[src/hdl/cia_pkg.sv]
// shared types and constants of the checked int32 alu
package cia_pkg;

  localparam int unsigned DATA_W   = 32;
  localparam int unsigned WIDE_W   = 2 * DATA_W;
  localparam int unsigned KIND_W   = 3;
  localparam int unsigned ERR_W    = 3;
  localparam int unsigned DIV_CELLS = DATA_W;

  localparam logic [KIND_W-1:0] KIND_NEG = 3'd0;
  localparam logic [KIND_W-1:0] KIND_ADD = 3'd1;
  localparam logic [KIND_W-1:0] KIND_SUB = 3'd2;
  localparam logic [KIND_W-1:0] KIND_MUL = 3'd3;
  localparam logic [KIND_W-1:0] KIND_DIV = 3'd4;
  localparam logic [KIND_W-1:0] KIND_REM = 3'd5;

  localparam logic [ERR_W-1:0] ERR_OK    = 3'd0;
  localparam logic [ERR_W-1:0] ERR_OVER  = 3'd1;
  localparam logic [ERR_W-1:0] ERR_UNDER = 3'd2;
  localparam logic [ERR_W-1:0] ERR_DIV0  = 3'd3;
  localparam logic [ERR_W-1:0] ERR_MOD0  = 3'd4;

  typedef struct packed {
    logic [KIND_W-1:0] kind;
    logic              is_div;
    logic              neg_q;
    logic              neg_r;
    logic [ERR_W-1:0]  pre_err;
    logic [DATA_W-1:0] hi;
    logic [DATA_W-1:0] lo;
    logic [DATA_W-1:0] dvsr;
  } lane_t;

endpackage

[src/hdl/cia_div_cell.sv]
// one restoring divide cell: one quotient bit per transaction
module cia_div_cell (
  input  logic           clk,
  input  logic           rst_n,
  input  logic           pv_valid,
  output logic           pv_ready,
  input  cia_pkg::lane_t pv_lane,
  output logic           nx_valid,
  input  logic           nx_ready,
  output cia_pkg::lane_t nx_lane
);

  logic                        valid_r;
  cia_pkg::lane_t              lane_r;
  cia_pkg::lane_t              lane_nxt;
  logic [cia_pkg::DATA_W:0]    trial;
  logic [cia_pkg::DATA_W:0]    diff;
  logic                        ge;

  assign trial = {pv_lane.hi, pv_lane.lo[cia_pkg::DATA_W-1]};
  assign diff  = trial - {1'b0, pv_lane.dvsr};
  assign ge    = trial >= {1'b0, pv_lane.dvsr};

  always_comb begin
    lane_nxt = pv_lane;
    if (pv_lane.is_div) begin
      lane_nxt.hi = ge ? diff[cia_pkg::DATA_W-1:0] : trial[cia_pkg::DATA_W-1:0];
      lane_nxt.lo = {pv_lane.lo[cia_pkg::DATA_W-2:0], ge};
    end
  end

  assign pv_ready = !valid_r || nx_ready;

  always_ff @(posedge clk) begin
    if (!rst_n) begin
      valid_r <= 1'b0;
    end else if (pv_ready) begin
      valid_r <= pv_valid;
    end
    if (pv_ready && pv_valid) begin
      lane_r <= lane_nxt;
    end
  end

  assign nx_valid = valid_r;
  assign nx_lane  = lane_r;

endmodule

[config.mk]
export PLATFORM = sky130hd
export DESIGN_NAME = cia_div_cell
export DESIGN_NICKNAME = d
export VERILOG_FILES = /design/src/hdl/cia_pkg.sv /design/src/hdl/cia_div_cell.sv
export SDC_FILE = /design/constraint.sdc
export NUM_CORES = 1
export LEC_CHECK = 0
export BUFFER_PORTS_ARGS = -buffer_cell sky130_fd_sc_hd__buf_4
export CAP_MARGIN = 20
export CORE_ASPECT_RATIO = 0.5
export CORE_MARGIN = 5
export CORE_UTILIZATION = 51
export DETAILED_ROUTE_END_ITERATION = 7
export GPL_TIMING_DRIVEN = 0
export HOLD_SLACK_MARGIN = 0.15
export PLACE_DENSITY = 0.88
export SLEW_MARGIN = 15
export SYNTH_ARGS = -nofsm -noshare
export SYNTH_HDL_FRONTEND = slang
export SYNTH_SLANG_ARGS = --single-unit
[constraint.sdc]
create_clock -name clk -period 4.5 [get_ports clk]
set_clock_uncertainty 0.15 [all_clocks]
set_input_delay 0.45 -clock clk [delete_from_list [all_inputs] [get_ports clk]]
set_output_delay 0.45 -clock clk [all_outputs]
set_load 0.01 [all_outputs]
# Yosys cells after proc, flatten, opt, wreduce, memory -nomap -nowiden
# Cells that the tools add are included.
dict set report op_classes {
  n_addsub 1
  magnitude_cmp 1
  n_mux 2
  n_reduce_logical 3
}
# operator n
set ops {}
lappend ops {{$mux W64} 1}
lappend ops {{$ge A33 B32 Y1} 1}
lappend ops {{$mux W32} 1}
lappend ops {{$sub A32 B32 Y32} 1}
lappend ops {{$logic_and A1 B1 Y1} 1}
lappend ops {{$logic_not A1 Y1} 1}
lappend ops {{$logic_or A1 B1 Y1} 1}
dict set report word_totals {
  register_bits 106
  inputBits 109
  output_inout_bits 107
  wordCells 16
}

# Depth between registers and ports, before layout
dict set report depth {
  ltp_word 3
  ltp_mapped 13
  depth_no_buf 13
}

# Least setup slack after synthesis
# OpenSTA, ideal clock, no wires.
dict set report synth_path {
  kind {input to register}
  startpoint {input nx_ready}
  endpoint {register lane_r (netlist bit nx_lane[0]) (enable)}
  setup_ps 476
  arrival_time_ps 3087
  required_time_ps 3874
  slack_ps 787
  stages 2
  n_path_buf 0
  cell_sequence {nand2b_1 and2_1}
}
dict set report synth_between {
  elab_chain_cells 2
}
# item line_no
set synth_lines {}
lappend synth_lines {{start, declared} cia_div_cell.sv:9} ;# input logic nx_ready,
lappend synth_lines {{$logic_or A1 B1 Y1} cia_div_cell.sv:32} ;# assign pv_ready = !valid_r || nx_ready;
lappend synth_lines {{$logic_and A1 B1 Y1} cia_div_cell.sv:40} ;# if (pv_ready && pv_valid) begin
lappend synth_lines {{end signal, assigned} cia_div_cell.sv:41} ;# lane_r <= lane_nxt;
lappend synth_lines {{end, declared} cia_div_cell.sv:14} ;# cia_pkg::lane_t lane_r;
# No other way between the ends.
# A chain may end at the register's enable or synchronous reset.

==> metrics <==
outcome=finished, final reports clean; P_leak=3.80 nW; Routed wire per std cell=18.3 um; Yosys reg bits=106; final hold violation count=0; placement row count=28; grt met3 use=6.43%; drt first-iter violations=411; CTS Buf Count=9; worst-case clock buffer depth=2; top cells by area, synth=edfxtp_1, ha_1, mux2_2, nand2_1, a21oi_1; final setup violation count=0; sequential fraction of the synthesis area=52.4%; DR vias=roughly 5,400; layout cells sized above 1=33.0%; Non-Filler Instances=~990; VDD IR max=0.202 mV; largest net degree at the start of global routing=58; Hold Slack=0.171 ns; Synth cell types=58; vias in the first global route=5,376; crit path max fanout=10; H-tree Lvls=3; post-DP HPWL=roughly 13,000 um; grt ovf=0; syn_nets=between 600 and 700; first-pass GRT wire length=around 27,000 um; crit path kind=in -> reg; DR DRC count=0; clock sink count=106; total power=about 2.7 mW; Avg Cell Area, Syn=approximately 11 um^2; Hold Crit Class=in -> reg; Final min period=4.15 ns; placed cell count=~930; die width=164 um; max_slew headroom=45.5%; Syn Std Cell Area=0.00605 mm^2; DR vias/cell=5.50; Core Footprint=0.0117 mm^2; R2R Setup Slk=~2.6 ns; Post-synth EDFFs=105; Post-CTS Resized=0; port buffer count=215; Fmax=241 MHz; Synth top area share=52.1%; Die ar.=0.0143 mm^2; met1 Use GR=30.3%; ys async rst share=0%; fin nets=961; io pins=216; Die Y=between 80 and 90 um; Post-Synthesis Cells=approximately 550; Startpoint Class=input port; antenna cells=0; initial antenna violation count=0; ys flop type=edfxtp_1; 1st-pass router iterations=5; Synth Warn #=0; largest area contributor in the netlist=edfxtp_1; GPL Wtd Cong=~0.95; Worst-Margin Slew=0.818 ns; gr busiest metal=met2; Initial Utilization=51.7%; WP data required=around 4.6 ns; GRT Overall Usage=about a quarter; Worst Setup End Kind=register; M2 GR Usage=44.3%; remaining antenna violation count=0; pwr dens=~310 mW/mm^2; Layout area overhead=41.9%; RSZ-0062 raised after global routing=false; CTS tree=done; Final Cycle Share=around 92%; Critical Path AT=4.20 ns; Slew Limit Fails=0; CTS clock-pin slew for the worst setup and hold paths=~0.08 ns; drt total wl=18,100 um; clock root buffer master=clkbuf_16; total of max-cap violations=0; Worst-Skew Late Latency=0.34 ns
-- cell families after synthesis --
group | synth area share (%)
AO/OA/AOI/OAI | 15.1
XOR/XNOR | 3.62
adder cells (fa/ha/maj) | 6.95
buffers and inverters | 4.11
flip-flops | 52.4
multiplexers | 6.08
AND/OR/NAND/NOR | 11.7
-- cell usage in the layout, fill, tap and decap left out, types with 3 or more instances in the layout --
cell           netlist  final
buf_4                0    215
edfxtp_1           105    105
nand2_1             69     69
dlygate4sd3_1        0     40
inv_1               39     39
nor2_1              39     39
a21oi_1             37     37
ha_1                32     32
mux2_2              30     30
a31oi_1             23     23
a21o_1              21     21
o21ai_0             19     19
clkbuf_1            14     15
xnor2_1             13     13
xor2_1              12     12
clkbuf_16            0      9
nand2b_1             7      7
nand4_1              6      6
nand3_1              6      6
o21a_1               5      5
and3_1               5      5
nor3_1               5      5
and4_1               4      4
o211ai_1             4      4
a211oi_1             4      4
or3_1                4      4
o21ai_1              4      4
a21boi_0             3      3
a221o_1              3      3
buf_6                3      3
mux2i_1              3      3
-- report_power, final --
part           switching, mW  internal (mW)  total (mW)
registers             0.0206           1.18        1.20
clock network          0.383          0.390       0.773
logic                  0.372          0.341       0.713
total                  0.776           1.91        2.69
-- critical path: stages --
cell           delay (ns)
dlygate4sd3_1        0.53
buf_4                0.11
inv_1                0.04
ha_1                 0.42
nand4_1              0.17
a211oi_1             0.39
o21ai_0              0.27
a211oi_1             0.58
or4b_1               0.21
a21o_1               0.21
clkbuf_1             0.47
nand2_1              0.14
a31oi_1              0.19
-- final timing paths --
kind	cells after the start	start	endpoint
max	13	pv_lane[8]	nx_lane[88]
min	1	pv_lane[101]	nx_lane[101]
max reg2reg	3	nx_valid	nx_lane[66]
min reg2reg	2	nx_valid	nx_valid
-- state kept, by name, summed over array words and instances, names as in the netlist --
register / flops
nx_lane: 105
nx_valid: 1
-- what timing repair did --
item / 4_1_cts / 5_1_grt
buffers inserted: 0 / 0
hold endpoints to repair: 39 / 1
hold buffers: 39 / 1
-- layer usage --
| layer | vias up | share of wire [%] |
|---|---|---|
| li1 | 2583 | - |
| met1 | 2587 | 40 |
| met2 | 251 | 50 |
| met3 | 23 | 8.3 |
| met4 | 0 | 1.2 |
| met5 | - | 0 |
-- cell usage after synthesis, types with 3 or more instances --
cell type,number
o21ai_1,4
o21a_1,5
inv_1,39
and4_1,4
xnor2_1,13
xor2_1,12
nand2_1,69
mux2i_1,3
or3_1,4
buf_6,3
nor2_1,39
nand2b_1,7
and3_1,5
nand4_1,6
mux2_2,30
a21boi_0,3
edfxtp_1,105
a31oi_1,23
nand3_1,6
o211ai_1,4
a211oi_1,4
a21oi_1,37
a221o_1,3
ha_1,32
nor3_1,5
o21ai_0,19
clkbuf_1,14
a21o_1,21
-- layout make-up --
cell class              instances  area (um^2)
clock inverters                 6         57.6
clock buffers                  10          229
flip-flops and latches        106         3170
multi-input cells             386         2630
well taps                     165          206
fillers                       848         3110
repair buffers                256         2040
inverters                      41          154
plain buffers                  19         95.1
-- stage by stage --
stage               utilization, %  setup WS [ns]  area [um^2]  TNS [ns]
CTS                           73.3          0.438         8580         0
global route                  73.4          0.145         8590         0
floorplan                        -          0.787         6050         0
finish                        73.4          0.350         8590         0
detailed placement            67.5          0.654         7900         0
global placement              67.3         -0.138         7870    -13.75
(Power assumes the default switching activity.)
