**config.mk**
```make
export PLATFORM = sky130hd
export DESIGN_NAME = cia_back
export DESIGN_NICKNAME = d
export VERILOG_FILES = /design/src/hdl/cia_pkg.sv /design/src/hdl/cia_back.sv
export SDC_FILE = /design/constraint.sdc
export NUM_CORES = 1
export LEC_CHECK = 0
export BUFFER_PORTS_ARGS = -buffer_cell sky130_fd_sc_hd__buf_2
export CAP_MARGIN = 0
export CORE_MARGIN = 4
export CORE_UTILIZATION = 46
export CTS_CLUSTER_SIZE = 14
export DETAILED_ROUTE_END_ITERATION = 7
export PLACE_DENSITY = 0.86
export RECOVER_POWER = 50
export SLEW_MARGIN = 20
export SYNTH_ARGS = -nofsm -noshare
export SYNTH_HDL_FRONTEND = slang
export SYNTH_SLANG_ARGS = --single-unit
```
**constraint.sdc**
```tcl
create_clock -name clk -period 3.64 [get_ports clk]
set_input_delay 0.364 -clock clk [delete_from_list [all_inputs] [get_ports clk]]
set_output_delay 0.364 -clock clk [all_outputs]
set_load 0.1 [all_outputs]
```
**src/hdl/cia_pkg.sv**
```systemverilog
// shared types and constants of the checked int32 alu
package cia_pkg;

  localparam int unsigned DATA_W   = 32;
  localparam int unsigned WIDE_W   = 2 * DATA_W;
  localparam int unsigned KIND_W   = 3;
  localparam int unsigned ERR_W    = 3;
  localparam int unsigned DIV_CELLS = DATA_W;

  localparam logic [KIND_W-1:0] KIND_NEG = 3'd0;
  localparam logic [KIND_W-1:0] KIND_ADD = 3'd1;
  localparam logic [KIND_W-1:0] KIND_SUB = 3'd2;
  localparam logic [KIND_W-1:0] KIND_MUL = 3'd3;
  localparam logic [KIND_W-1:0] KIND_DIV = 3'd4;
  localparam logic [KIND_W-1:0] KIND_REM = 3'd5;

  localparam logic [ERR_W-1:0] ERR_OK    = 3'd0;
  localparam logic [ERR_W-1:0] ERR_OVER  = 3'd1;
  localparam logic [ERR_W-1:0] ERR_UNDER = 3'd2;
  localparam logic [ERR_W-1:0] ERR_DIV0  = 3'd3;
  localparam logic [ERR_W-1:0] ERR_MOD0  = 3'd4;

  typedef struct packed {
    logic [KIND_W-1:0] kind;
    logic              is_div;
    logic              neg_q;
    logic              neg_r;
    logic [ERR_W-1:0]  pre_err;
    logic [DATA_W-1:0] hi;
    logic [DATA_W-1:0] lo;
    logic [DATA_W-1:0] dvsr;
  } lane_t;

endpackage

```
**src/hdl/cia_back.sv**
```systemverilog
// exit stage: sign fix-up, range check and output register
module cia_back (
  input  logic                          clk,
  input  logic                          rst_n,
  input  logic                          pv_valid,
  output logic                          pv_ready,
  input  cia_pkg::lane_t                pv_lane,
  output logic                          out_valid,
  input  logic                          out_ready,
  output logic signed [cia_pkg::DATA_W-1:0] out_result_value,
  output logic [cia_pkg::ERR_W-1:0]     out_error_code
);

  logic                                 valid_r;
  logic [cia_pkg::DATA_W-1:0]           value_r;
  logic [cia_pkg::DATA_W-1:0]           value_nxt;
  logic [cia_pkg::ERR_W-1:0]            err_r;
  logic [cia_pkg::ERR_W-1:0]            err_nxt;
  logic [cia_pkg::DATA_W-1:0]           mag;
  logic                                 neg;
  logic [cia_pkg::WIDE_W-1:0]           mag_w;
  logic [cia_pkg::WIDE_W-1:0]           wide;
  logic [cia_pkg::DATA_W:0]             top;
  logic                                 over;
  logic                                 under;

  always_comb begin
    if (pv_lane.kind == cia_pkg::KIND_REM) begin
      mag = pv_lane.hi;
      neg = pv_lane.neg_r;
    end else begin
      mag = pv_lane.lo;
      neg = pv_lane.neg_q;
    end
    mag_w = {{cia_pkg::DATA_W{1'b0}}, mag};
    if (pv_lane.is_div) begin
      wide = neg ? -mag_w : mag_w;
    end else begin
      wide = {pv_lane.hi, pv_lane.lo};
    end
    top   = wide[cia_pkg::WIDE_W-1:cia_pkg::DATA_W-1];
    over  = !top[cia_pkg::DATA_W] && (top != '0);
    under = top[cia_pkg::DATA_W] && (top != '1);
    priority if (pv_lane.pre_err != cia_pkg::ERR_OK) begin
      err_nxt = pv_lane.pre_err;
    end else if (over) begin
      err_nxt = cia_pkg::ERR_OVER;
    end else if (under) begin
      err_nxt = cia_pkg::ERR_UNDER;
    end else begin
      err_nxt = cia_pkg::ERR_OK;
    end
    value_nxt = (err_nxt == cia_pkg::ERR_OK) ? wide[cia_pkg::DATA_W-1:0] : '0;
  end

  assign pv_ready = !valid_r || out_ready;

  always_ff @(posedge clk) begin
    if (!rst_n) begin
      valid_r <= 1'b0;
    end else if (pv_ready) begin
      valid_r <= pv_valid;
    end
    if (pv_ready && pv_valid) begin
      value_r <= value_nxt;
      err_r   <= err_nxt;
    end
  end

  assign out_valid        = valid_r;
  assign out_result_value = value_r;
  assign out_error_code   = err_r;

endmodule

```
### Word level (Yosys, flattened, before mapping)

Index checks and enable logic that the tools add are counted.

* register bits: 36
* output and inout bits: 37

* add/sub/neg operators: 1
* equality and inequality tests: 2
* mux-type cells: 7
* reductions and logical operators: 9

Operators with widths (number)
* $mux 64: 2
* $neg 32->64: 1
* $ne 33x33->1 const B: 1
* $reduce_bool 33->1: 1
* $mux 32: 1
* $mux 2: 2
* $eq 3x3->1 const B: 1
* $logic_and 1x1->1: 3
* $logic_not 3->1: 1
* $mux 3: 1
* $reduce_bool 3->1: 1
* $logic_not 1->1: 2
* $logic_or 1x1->1: 1
* $mux 1: 1

### Logic depth before layout (Yosys ltp)

* word-level depth: 11
* mapped depth: 13

### Least setup slack after synthesis

Ideal clock, no wire load.

* path type: input to register
* start: input port pv_lane[103] (netlist name)
* end: register value_r, in the netlist out_result_value[0], data pin
* setup time: 0.158 ns
* arrival: 3.394 ns
* data required time: 3.482 ns
* slack: 0.087 ns
* stages: 13
* cell sequence: and3b_1 buf_4 clkbuf_1 buf_1 clkbuf_1 mux2i_1 ha_1 o221ai_1 a22oi_1 or4_1 o22a_1 buf_6 a211oi_2

* cells in the longest elaborated chain, start to end: 11
* elaborated cells on any way between the ends: 15
* those cells by class: add/sub: 1; eq/ne: 2; mux: 7; reduce/logical: 5

RTL lines
* from (decl): line cia_back.sv:7 `input cia_pkg::lane_t pv_lane,`
* $eq 3x3->1 *: line cia_back.sv:28 `if (pv_lane.kind == cia_pkg::KIND_REM) begin`
* $mux 32: line cia_back.sv:28
* $neg 32->64: line cia_back.sv:37 `wide = neg ? -mag_w : mag_w;`
* $mux 64 *: line cia_back.sv:37
* $mux 64 *: line cia_back.sv:36 `if (pv_lane.is_div) begin`
* $ne 33x33->1: line cia_back.sv:43 `under = top[cia_pkg::DATA_W] && (top != '1);`
* $logic_and 1x1->1: line cia_back.sv:43
* $mux 2: line cia_back.sv:48 `end else if (under) begin`
* $mux 2: line cia_back.sv:46 `end else if (over) begin`
* $mux 3: line cia_back.sv:44 `priority if (pv_lane.pre_err != cia_pkg::ERR_OK) begin`
* $logic_not 3->1: line cia_back.sv:53 `value_nxt = (err_nxt == cia_pkg::ERR_OK) ? wide[cia_pkg::DATA_W-1:0] : '0;`
* to (signal assigned): line cia_back.sv:65 `value_r <= value_nxt;`
* to (decl): line cia_back.sv:15 `logic [cia_pkg::DATA_W-1:0] value_r;`

Every way passes the cells marked *; elsewhere a longest branch is shown, timed or not.
A chain may end at the register's enable or synchronous reset.

### Worst setup path after layout

* start: input port pv_lane[56] (netlist name)
* end: register value_r, in the netlist out_result_value[21], data pin

* cells in the longest elaborated chain, start to end: 10
* elaborated cells on any way between the ends: 13
* those cells by class: add/sub: 1; eq/ne: 1; mux: 6; reduce/logical: 5

RTL lines (line)
* $mux 32 *: cia_back.sv:28
* $neg 32->64 *: cia_back.sv:37
* $mux 64 *: cia_back.sv:37
* $mux 64 *: cia_back.sv:36
* $ne 33x33->1: cia_back.sv:43
* $logic_and 1x1->1: cia_back.sv:43
* $mux 2: cia_back.sv:48
* $mux 2 *: cia_back.sv:46
* $mux 3 *: cia_back.sv:44
* $logic_not 3->1 *: cia_back.sv:53

Marks and branches as above.

==> results.yml <==
outcome:
  violations: "capacitance limit, slew limit"
  status: "complete, but fails checks"
timing:
  worst_pin_slew_ns: 1.96
  finalHoldViolCount: 0
  fin_ws_ns: 0.202
  drv_slew: 36
  skew_ns: 0.00847
  setup_viol: 0
  final.setup.tns_ns: 0
  grt_setup_unrepaired: "false"
  max_freq_mhz: 291
  finalCritPeriodShare_pct: 94.5
  final.min_clock_period_ns: 3.44
  max-slew-margin-rel_pct: -30.8
grt:
  grt_remaining_overflow: 0
  grt_pass1_vias: 4385
  antenna_found_initial: 0
  grt_pass1_wl_um: 20600
  track_usage_pct: 24.9
  grt_max_degree: 36
floorplan:
  initial_core_util_pct: 48.5
  dieWidth_um: 99.2
  fp.dieArea_mm2: 0.00983
  core_mm2: 0.00789
  rows: 32
  io_pins: 146
  fp.dieH_um: 99.2
setup_path:
  endpoint_kind: "flop"
  max_stage_delay_ns: 0.50
  path_delay_family: "compound AO/OA/AOI/OAI gates"
  r2r_slack_ns: 1.27
  r2r-start: "out_valid"
  critPathSlowestCell: "or4_1"
  critPathArrivalTime_ns: 3.54
  path_max_fanout: 19
  cp_num_buf_inv: 2
  crit_top_cell: "a22oi_1"
  worstReg2RegEnd: "out_result_value[15]"
  path_cells: "buf_2, nor4_1, nand4_1, a22oi_1, nand2_1, a221oi_1, ha_1, o221ai_1, a22oi_1, or4_1, o22a_1, buf_12, a211oi_1"
  r2r_cells: 3
  crit_required_ns: 3.75
  worstSetupStartpoint: "pv_lane[56]"
  criticalPathCategory: "input pin to flop"
  startpoint_type: "input pin"
drt:
  drtIter0Drc: 561
  final_antenna_net_count: 0
  routed_wirelength_um: 12900
  wl_per_cell_um: 18.1
  drc_errors: 0
  num_vias: 4691
  first_pass_iters: 5
  avgViaCountPerCell: 6.60
power:
  p_clk_share_pct: 22.6
  power_frac_comb_pct: 39.9
  power.static_leakage_nw: 1.75
  internal-power_w: 0.000754
  seq_power_share_pct: 37.4
  power_density_mw_per_mm2: 277
  ir_worst_vdd_v: 0.000125
  switching_share_pct: 41.7
  netSwitchingPower_w: 0.000539
synthesis:
  syn_area_mm2: 0.00382
  synth-seq-cells: 36
  synth.avg_cell_area_um2: 7.78
  synthSimpleGateAreaFrac_pct: 30.7
  async_reset_ff_share_pct: 0
  synth_top_family_by_area: "simple AND/OR/NAND/NOR gates"
  synth_edf_count: 35
  syn_nets: 602
  ys.flop_type: "edfxtp_1"
  syn_inst: 491
  synth_compound_area_share_pct: 27.9
  ys_seq_area_share_pct: 28.0
  synth_mux_area_share_pct: 8.45
  ys.warnings.count: 0
  synth-xor-area-share_pct: 0
  synth_fa_ha_area_share_pct: 0.655
  synth_cell_types: 62
worst_hold_path:
  min_to: "out_valid"
  min_from: "rst_n"
  hp-class: "input pin to flop"
  hold_depth: 2
clock_tree:
  cts_sinks: 36
  postCtsSetupBuffers: 0
  clk_latency_ns: 0.30
  numCtsBuffers: 5
  clockBufferDepth: 2
  cts_tree: "yes"
  cts_hold_buf: 0
  htree_levels: 2
  cts.clk_slew.worst_paths_ns: 0.07
  root_buffer: "clkbuf_8"
place:
  place_ws_ns: 0.00220
  place_congestion: 0.977
  hpwl_um: 9600
  io_buffers: 113
  dp.cells: 703
cells_and_area:
  final_nets: 719
  drive_above_1_share_pct: 25.8
  final_core_util_pct: 59.2
  n_antenna_cell: 0
  syn_to_final_growth_pct: 22.1
  fin_cells: 711
job:
  max_cap_violations: 1
how the worst max path moves through the flow:
stage / end / slack (ns) / depth (start not counted)
detailed placement: out_result_value[21] / 0.002 / 13
CTS: out_result_value[21] / 0.26 / 13
global placement: out_result_value[0] / 0.06 / 13
floorplan: out_result_value[0] / 0.09 / 13
global route: out_result_value[25] / 0.02 / 13
finish: out_result_value[21] / 0.20 / 13
final cells by class:
cell class,count,area [um^2]
clock buffers,7,76.3
clock inverters,1,5.00
fillers,737,3220
inverters,4,15.0
multi-input cells,419,2600
flip-flops and latches,36,1070
well taps,102,128
repair buffers,142,769
flip-flops by register name, summed over array words and instances, names as in the netlist:
name              count
out_result_value     32
out_valid             1
out_error_code        3
metal layers:
| layer | track usage [%] | vias up | part of all wire (%) |
|---|---|---|---|
| li1 | - | 2151 | - |
| met1 | 32.7 | 2201 | 39 |
| met2 | 42.7 | 310 | 49 |
| met3 | 3.65 | 29 | 11 |
| met4 | 7.14 | 0 | 1.7 |
| met5 | 0 | - | 0 |
cell usage in the layout, fill, tap and decap left out, drive strengths merged, types with 3 or more instances in the layout:
| cell | n |
|---|---|
| o211ai | 9 |
| clkbuf | 26 |
| or2 | 3 |
| a2111o | 3 |
| and2 | 10 |
| nand4 | 16 |
| nand3 | 14 |
| a21oi | 32 |
| and4 | 3 |
| mux2 | 15 |
| o21a | 4 |
| a211oi | 14 |
| buf | 123 |
| a221oi | 4 |
| inv | 4 |
| nand2b | 8 |
| nor2 | 54 |
| edfxtp | 35 |
| o31ai | 15 |
| o21ai | 40 |
| a41oi | 3 |
| nand4b | 3 |
| o22a | 3 |
| nor4 | 7 |
| a22oi | 7 |
| or3 | 9 |
| nand2 | 51 |
| mux2i | 15 |
| o2111ai | 3 |
| nor3 | 27 |
| and3b | 6 |
| a31oi | 11 |
| or4 | 4 |
| nand3b | 6 |
Yosys cell counts (all sizes together), types with 6 or more instances:
library cell / instances / share of area (%)
nand4: 16 / 2.6
nor3: 27 / 3.5
buf: 13 / 2.0
o211ai: 9 / 1.8
a31oi: 11 / 1.8
a211oi: 14 / 2.9
a21oi: 32 / 4.2
nor2: 54 / 5.3
or3: 9 / 1.5
nand3: 14 / 1.8
nand3b: 6 / 1.5
mux2i: 15 / 4.0
edfxtp: 35 / 27
nor4: 7 / 1.3
a22oi: 7 / 1.5
and3b: 6 / 1.4
nand2b: 8 / 1.3
mux2: 15 / 4.4
o31ai: 15 / 2.9
and2: 10 / 1.6
nand2: 51 / 5.0
clkbuf: 19 / 1.9
o21ai: 40 / 5.2
power by group through the flow:
stage	Clock [W]	Combinational [W]	Sequential (W)
after floorplan	0	0.000193	0.000655
after global placement	0	0.000498	0.000491
after detailed placement	0	0.000511	0.000492
after CTS	0.000295	0.000513	0.000483
after global routing	0.000313	0.000550	0.000486
final	0.000293	0.000516	0.000484
cell families after synthesis:
family,Yosys count
and+or+nand+nor,227
AOI/OAI and AO/OA,160
buffers and inverters,36
DFF,36
muxes,30
adders and majority gates,2
timing repair:
| action | in CTS | in global routing |
|---|---|---|
| hold endpoints to repair | 0 | 0 |
| setup endpoints to repair | 0 | 6 |
| gates resized for setup | 0 | 2 |
per-stage QoR:
step                area [um^2]  total power [W]  hold slack [ns]
global route               4670          0.00135            0.340
global placement           4600         0.000989            0.501
floorplan                  3820         0.000848            0.503
detailed placement         4600          0.00100            0.532
CTS                        4680          0.00129            0.296
finish                     4670          0.00129            0.322
(Power assumes the default switching activity.)
