--- src/hdl/cia_pkg.sv ---
// shared types and constants of the checked int32 alu
package cia_pkg;

  localparam int unsigned DATA_W   = 32;
  localparam int unsigned WIDE_W   = 2 * DATA_W;
  localparam int unsigned KIND_W   = 3;
  localparam int unsigned ERR_W    = 3;
  localparam int unsigned DIV_CELLS = DATA_W;

  localparam logic [KIND_W-1:0] KIND_NEG = 3'd0;
  localparam logic [KIND_W-1:0] KIND_ADD = 3'd1;
  localparam logic [KIND_W-1:0] KIND_SUB = 3'd2;
  localparam logic [KIND_W-1:0] KIND_MUL = 3'd3;
  localparam logic [KIND_W-1:0] KIND_DIV = 3'd4;
  localparam logic [KIND_W-1:0] KIND_REM = 3'd5;

  localparam logic [ERR_W-1:0] ERR_OK    = 3'd0;
  localparam logic [ERR_W-1:0] ERR_OVER  = 3'd1;
  localparam logic [ERR_W-1:0] ERR_UNDER = 3'd2;
  localparam logic [ERR_W-1:0] ERR_DIV0  = 3'd3;
  localparam logic [ERR_W-1:0] ERR_MOD0  = 3'd4;

  typedef struct packed {
    logic [KIND_W-1:0] kind;
    logic              is_div;
    logic              neg_q;
    logic              neg_r;
    logic [ERR_W-1:0]  pre_err;
    logic [DATA_W-1:0] hi;
    logic [DATA_W-1:0] lo;
    logic [DATA_W-1:0] dvsr;
  } lane_t;

endpackage

--- src/hdl/cia_front.sv ---
// entry stage: operand decode, negate/add/sub/multiply and divider setup
module cia_front (
  input  logic                           clk,
  input  logic                           rst_n,
  input  logic                           in_valid,
  output logic                           in_ready,
  input  logic [cia_pkg::KIND_W-1:0]     in_kind,
  input  logic signed [cia_pkg::DATA_W-1:0] in_operand_a,
  input  logic signed [cia_pkg::DATA_W-1:0] in_operand_b,
  output logic                           nx_valid,
  input  logic                           nx_ready,
  output cia_pkg::lane_t                 nx_lane
);

  logic                                  valid_r;
  cia_pkg::lane_t                        lane_r;
  cia_pkg::lane_t                        lane_nxt;
  logic signed [cia_pkg::WIDE_W-1:0]     a_w;
  logic signed [cia_pkg::WIDE_W-1:0]     b_w;
  logic signed [cia_pkg::WIDE_W-1:0]     prod;
  logic signed [cia_pkg::WIDE_W-1:0]     wide;
  logic [cia_pkg::DATA_W-1:0]            mag_a;
  logic [cia_pkg::DATA_W-1:0]            mag_b;

  assign a_w   = cia_pkg::WIDE_W'(in_operand_a);
  assign b_w   = cia_pkg::WIDE_W'(in_operand_b);
  assign prod  = in_operand_a * in_operand_b;
  assign mag_a = in_operand_a[cia_pkg::DATA_W-1] ? -in_operand_a : in_operand_a;
  assign mag_b = in_operand_b[cia_pkg::DATA_W-1] ? -in_operand_b : in_operand_b;

  always_comb begin
    lane_nxt         = '0;
    lane_nxt.kind    = in_kind;
    lane_nxt.neg_q   = in_operand_a[cia_pkg::DATA_W-1] ^ in_operand_b[cia_pkg::DATA_W-1];
    lane_nxt.neg_r   = in_operand_a[cia_pkg::DATA_W-1];
    lane_nxt.dvsr    = mag_b;
    lane_nxt.pre_err = cia_pkg::ERR_OK;
    wide             = '0;
    unique case (in_kind)
      cia_pkg::KIND_NEG: wide = -a_w;
      cia_pkg::KIND_ADD: wide = a_w + b_w;
      cia_pkg::KIND_SUB: wide = a_w - b_w;
      cia_pkg::KIND_MUL: wide = prod;
      cia_pkg::KIND_DIV, cia_pkg::KIND_REM: begin
        lane_nxt.is_div = 1'b1;
        if (in_operand_b == '0) begin
          lane_nxt.pre_err = (in_kind == cia_pkg::KIND_DIV) ? cia_pkg::ERR_DIV0
                                                             : cia_pkg::ERR_MOD0;
        end
      end
      default: wide = '0;
    endcase
    if (lane_nxt.is_div) begin
      lane_nxt.hi = '0;
      lane_nxt.lo = mag_a;
    end else begin
      lane_nxt.hi = wide[cia_pkg::WIDE_W-1:cia_pkg::DATA_W];
      lane_nxt.lo = wide[cia_pkg::DATA_W-1:0];
    end
  end

  assign in_ready = !valid_r || nx_ready;

  always_ff @(posedge clk) begin
    if (!rst_n) begin
      valid_r <= 1'b0;
    end else if (in_ready) begin
      valid_r <= in_valid;
    end
    if (in_ready && in_valid) begin
      lane_r <= lane_nxt;
    end
  end

  assign nx_valid = valid_r;
  assign nx_lane  = lane_r;

endmodule

--- config.mk ---
export PLATFORM = sky130hd
export DESIGN_NAME = cia_front
export DESIGN_NICKNAME = d
export VERILOG_FILES = /design/src/hdl/cia_pkg.sv /design/src/hdl/cia_front.sv
export SDC_FILE = /design/constraint.sdc
export NUM_CORES = 2
export LEC_CHECK = 0
export BUFFER_PORTS_ARGS = -buffer_cell sky130_fd_sc_hd__clkbuf_2
export CORE_ASPECT_RATIO = 0.5
export CORE_UTILIZATION = 40
export DETAILED_ROUTE_END_ITERATION = 10
export PLACE_DENSITY = 0.56
export SLEW_MARGIN = 20
export SYNTH_ARGS = -nofsm -noshare
export SYNTH_HDL_FRONTEND = slang
export SYNTH_SLANG_ARGS = --single-unit
--- constraint.sdc ---
create_clock -name clk -period 23.5 [get_ports clk]
set_clock_uncertainty 0.1 [all_clocks]
set_input_delay 1.175 -clock clk [delete_from_list [all_inputs] [get_ports clk]]
set_output_delay 1.175 -clock clk [all_outputs]
set_load 0.01 [all_outputs]
### Yosys cells after proc, flatten, opt, wreduce, memory -nomap -nowiden

Cells that the tools add are included.

* register bits after elaboration: 106
* input port bits: 71
* output and inout bits: 107
* word-level logic and storage cells: 35

* add/sub/neg operators: 5
* multiply operators: 1
* equality and inequality tests: 5
* muxes and demuxes: 6
* bitwise logic cells: 1
* reduce and logical (&&, ||, !) cells: 7

Operators by type and width (count)
* $pmux W64 S4: 1
* $mul A32 B32 Y64: 1
* $mux W32: 2
* $neg A32 Y32: 2
* $neg A32 Y64: 1
* $add A32 B32 Y33: 1
* $sub A32 B32 Y33: 1
* $logic_not A32 Y1: 1
* $mux W31: 1
* $eq A3 B2 Y1 const B: 2
* $eq A3 B3 Y1 const B: 2
* $eq A3 B1 Y1 const B: 1
* $logic_not A3 Y1: 1
* $mux W3: 1
* $reduce_and A2 Y1: 1
* $reduce_or A2 Y1: 1
* $logic_and A1 B1 Y1: 1
* $logic_not A1 Y1: 1
* $logic_or A1 B1 Y1: 1
* $mux W1: 1
* $xor A1 B1 Y1: 1

### Logic depth before layout (Yosys ltp)

* word-level depth: 4
* depth in mapped cells: 31
* gate-level depth less buffers: 27

### Worst setup path before layout

Ideal clock, no wire load.

* path kind: input-to-reg
* start point: input in_operand_a[31] (netlist name)
* end point: register lane_r, in the netlist nx_lane[95], data pin
* setup time: 260 ps
* arrival time: 8975 ps
* required time: 23140 ps
* path slack: 14164 ps
* stages on the path: 26
* path buffers: 3
* path through: clkbuf_1 > clkbuf_1 > buf_1 > nand2_1 > inv_1 > fa_1 > fa_1 > fa_1 > fa_1 > inv_1 > fa_1 > inv_1 > fa_1 > inv_1 > fa_1 > inv_1 > fa_1 > ha_1 > a21o_1 > a2111oi_0 > nor3_1 > nor2_1 > o41ai_1 > o32ai_1 > mux2i_1 > nand2_1

* longest elaborated chain between the ends: 2
* elaborated cells between the ends (all ways): 5
* classes of those cells: add/sub: 3; mul: 1; mux: 1

RTL lines
* from (decl): RTL line cia_front.sv:8 `input logic signed [cia_pkg::DATA_W-1:0] in_operand_a,`
* $mul A32 B32 Y64, or another cell as far along: RTL line cia_front.sv:27 `assign prod = in_operand_a * in_operand_b;`
* $pmux W64 S4 *: RTL line cia_front.sv:39 `unique case (in_kind)`
* to (signal assigned): RTL line cia_front.sv:71 `lane_r <= lane_nxt;`
* to (decl): RTL line cia_front.sv:16 `cia_pkg::lane_t lane_r;`

Mark *: on every way between the ends. The rest lies on a longest branch, timed or not.
A chain may end at the register's enable or synchronous reset.

### Final worst setup path

* start point: input in_operand_b[4] (netlist name)
* end point: register lane_r, in the netlist nx_lane[90], data pin

* longest elaborated chain between the ends: 2
* elaborated cells between the ends (all ways): 4
* classes of those cells: add/sub: 2; mul: 1; mux: 1

RTL lines
* from (decl): RTL line cia_front.sv:9 `input logic signed [cia_pkg::DATA_W-1:0] in_operand_b,`
* $mul A32 B32 Y64, or another cell as far along: RTL line cia_front.sv:27
* $pmux W64 S4 *: RTL line cia_front.sv:39

Marks and branches as above.

==> reports/qor.yml <==
detailroute.wirelength.met2_mm: 72.3
critical_path.endpoint_type: "register"
fmax_ghz: 0.0963
core_area_mm2: 0.111
fill_cells: 11000
synth_async_sr_flop_share: 0
chipHeight_um: 240
dpl.hpwl_mm: 120
synth-seq-area-share: 0.0694
timing.setup.tns_ns: 0
yosysUniqueCellTypes: 88
critical_path.startpoint_type: "input pin"
critical_path_class: "in -> reg"
post-synth-top-area-fraction: 0.479
htree_num_levels: 3
drc_errors: 14
grt_max_degree: 55
tightestPinTransition_ns: 1.18
finalHoldViolCount: 0
cts_hold_repair.buffers: 0
synth_cells: 4932
synth.largest_area_cell: "sky130_fd_sc_hd__fa_1"
post-synth-top-count-cell: "sky130_fd_sc_hd__fa_1"
grt_use_total: 0.280
grt_overflow: 0
setup_slack_of_the_worst_register_to_register_path_ns: 21.08
route.met3.wl_mm: 11.9
preCtsSetupSlack_ns: 12.65
grt_first_pass_wirelength_mm: 239
dieArea_mm2: 0.115
drtIter0Drc: 2823
cts.root.buffer_cell: "sky130_fd_sc_hd__clkbuf_16"
post-place-cells: 6372
port_buffers: 177
crit_required_ns: 23.56
setup_slack_ns: 13.12
number_of_synthesized_register_bits: 105
design.final.nets: 6295
floorplan.die.width_um: 478
worstPathMaxFanout: 35
outcome: "finished with violations"
viasPerCell: 5.52
violations_in_the_final_reports: "design-rule violations"
rows: 86
synthTopCellsByCount: "sky130_fd_sc_hd__fa_1 (1084), sky130_fd_sc_hd__inv_1 (1027), sky130_fd_sc_hd__nand2_1 (556)"
syn_area_mm2: 0.0453
min_period_ns: 10.38
timing.final.crit_share: 0.442
numClockSinks: 105
place_congestion: 0.937
syn_avg_cell_area_um2: 9.18
tritoncts.num_buffers: 9
max-clock-path-buffers: 2
post_route_cells_drive_above_1_share: 0.0630
layoutNonFillerInstCount: 6391
grt_setup_unrepaired: "no"
hold_slack_ns: 0.460
routedLengthMet1_mm: 65.2
number_of_synthesized_flops_with_an_enable_pin: 104
startpoint: "in_operand_b[4]"
antenna_violating_nets_post_route: 0
cp.arrival_ns: 10.44
flow.area_growth_from_synthesis_pct: 5.34
post-cts-setup-buffer-count: 0
timing.final.max_slew_violations: 0
routed.top_layer: "met5"
reg2reg_to: "nx_lane[82]"
postRouteWirelength_mm: 155
timing.max_slew.rel_slack: 0.214
cap_viol_max_count: 0
worstSkewPairLatency_ns: 0.42
floorplan.initialDensity: 0.407
cts_tree: "built"
setup.worst_path.end: "nx_lane[90]"
vias_in_the_first_global_route: 37900
startpoint_of_the_worst_register_to_register_path: "nx_valid"
total_vias_in_the_final_route: 35300
post_synthesis_net_count: 6340
cts.clk_slew.worst_paths_ns: 0.09
cts_repair_resize_count: 0
dr.pass1.iters: 11
ys_top_cells_by_area: "sky130_fd_sc_hd__fa_1 (48%), sky130_fd_sc_hd__inv_1 (8.5%), sky130_fd_sc_hd__ha_1 (7.0%), sky130_fd_sc_hd__edfxtp_1 (6.9%), sky130_fd_sc_hd__and2_1 (6.2%)"
antenna_found_initial: 5
route.detailed.wl_per_inst_um: 24.2
r2r_cells: 3
worstHoldPathType: "reg -> reg"
total_of_endpoints_with_negative_setup_slack_in_the_final_report: 0
synth_top_flop_cell: "sky130_fd_sc_hd__edfxtp_1"
top_level_ports: 178
synth_warnings: 0
[worst max-delay path, cell delays in order]
cell and delay, ns:
sky130_fd_sc_hd__clkbuf_2 0.08, sky130_fd_sc_hd__buf_4 0.42, sky130_fd_sc_hd__clkinv_2 0.32, sky130_fd_sc_hd__nor2_1 0.36, sky130_fd_sc_hd__fa_1 0.53, sky130_fd_sc_hd__fa_1 0.49, sky130_fd_sc_hd__fa_1 0.75, sky130_fd_sc_hd__fa_1 1.06
sky130_fd_sc_hd__inv_1 0.51, sky130_fd_sc_hd__fa_1 0.61, sky130_fd_sc_hd__inv_1 0.06, sky130_fd_sc_hd__fa_1 0.55, sky130_fd_sc_hd__fa_1 0.44, sky130_fd_sc_hd__fa_1 0.47, sky130_fd_sc_hd__ha_1 0.42, sky130_fd_sc_hd__a21o_1 0.20
sky130_fd_sc_hd__a21oi_1 0.24, sky130_fd_sc_hd__nand2_1 0.10, sky130_fd_sc_hd__a211oi_1 0.56, sky130_fd_sc_hd__nor3_1 0.16, sky130_fd_sc_hd__or3_1 0.39, sky130_fd_sc_hd__a21oi_1 0.19, sky130_fd_sc_hd__xor2_1 0.18, sky130_fd_sc_hd__o21ai_0 0.11
[cells in the final DEF, fill, tap and decap left out, types with 8 or more instances in the layout]
cell type	netlist	final
sky130_fd_sc_hd__o221ai_1	15	15
sky130_fd_sc_hd__o21a_1	17	17
sky130_fd_sc_hd__a21oi_1	126	126
sky130_fd_sc_hd__clkbuf_16	0	9
sky130_fd_sc_hd__and3_1	11	11
sky130_fd_sc_hd__a221oi_1	14	14
sky130_fd_sc_hd__o211ai_1	19	19
sky130_fd_sc_hd__ha_1	253	253
sky130_fd_sc_hd__xor2_1	38	38
sky130_fd_sc_hd__o22ai_1	17	17
sky130_fd_sc_hd__or3_1	15	15
sky130_fd_sc_hd__nor2b_1	26	26
sky130_fd_sc_hd__inv_1	1027	1027
sky130_fd_sc_hd__nor3_1	50	50
sky130_fd_sc_hd__and2_1	450	449
sky130_fd_sc_hd__edfxtp_1	104	104
sky130_fd_sc_hd__nand2b_1	21	21
sky130_fd_sc_hd__a211oi_1	16	16
sky130_fd_sc_hd__clkbuf_2	1	176
sky130_fd_sc_hd__o21ai_0	134	134
sky130_fd_sc_hd__a221o_1	14	14
sky130_fd_sc_hd__o41ai_1	9	9
sky130_fd_sc_hd__a31oi_1	15	15
sky130_fd_sc_hd__nand2_1	556	556
sky130_fd_sc_hd__nand3_1	27	27
sky130_fd_sc_hd__buf_4	2	73
sky130_fd_sc_hd__fa_1	1084	1084
sky130_fd_sc_hd__mux2i_1	10	10
sky130_fd_sc_hd__xnor2_1	81	81
sky130_fd_sc_hd__or2_2	8	8
sky130_fd_sc_hd__o21bai_1	25	25
sky130_fd_sc_hd__nor2_1	188	188
sky130_fd_sc_hd__a21o_1	44	44
sky130_fd_sc_hd__a22oi_1	9	9
sky130_fd_sc_hd__nor4_1	20	20
sky130_fd_sc_hd__nand4_1	29	29
sky130_fd_sc_hd__o31ai_1	28	28
sky130_fd_sc_hd__o31a_1	9	9
[state kept, by name, summed over array words and instances (netlist names)]
register  cells
nx_lane     104
nx_valid      1
[final cells by class]
cell class	instances	area (µm²)	area share
Clock inverter	6	50.0	0.00105
Inverter	1036	3890	0.0816
Multi-Input combinational cell	3485	37100	0.777
Clock buffer	10	229	0.00480
Sequential cell	105	3140	0.0659
Timing Repair Buffer	250	1430	0.0301
Antenna cell	3	7.51	0.000157
Tap cell	1496	1870	0.0392
[logic make-up after synthesis]
group / Yosys count / share of synthesized area
buffers and inverters: 1342 / 0.112
and+or+nand+nor: 1440 / 0.158
DFF: 105 / 0.0694
AOI/OAI and AO/OA: 578 / 0.0857
muxes: 11 / 0.00271
adders and majority gates: 1337 / 0.549
xor gates and xnor gates: 119 / 0.0230
[per-layer routing]
metal,track usage,up-vias
li1,-,15000
met4,0.0870,4
met5,0,-
met1,0.380,18700
met2,0.455,1400
met3,0.0499,240
[worst min-delay path by stage]
stage,start,end,slack [ns],depth (start not counted)
2_1_floorplan,nx_valid,nx_valid,0.51,2
3_3_place_gp,nx_valid,nx_valid,0.41,2
3_5_place_dp,nx_valid,nx_valid,0.46,2
4_1_cts,nx_valid,nx_valid,0.47,2
5_1_grt,nx_valid,nx_valid,0.53,2
6_report,nx_valid,nx_valid,0.46,2
[metrics by stage]
stage | instance area (µm²) | utilization
detailed placement | 47400 | 0.427
floorplan | 45300 | -
CTS | 47700 | 0.429
global placement | 47400 | 0.427
global route | 47700 | 0.429
finish | 47700 | 0.429
Power is not shown: default switching activity piles up to over one toggle a cycle in this logic, so the estimate is an artifact.
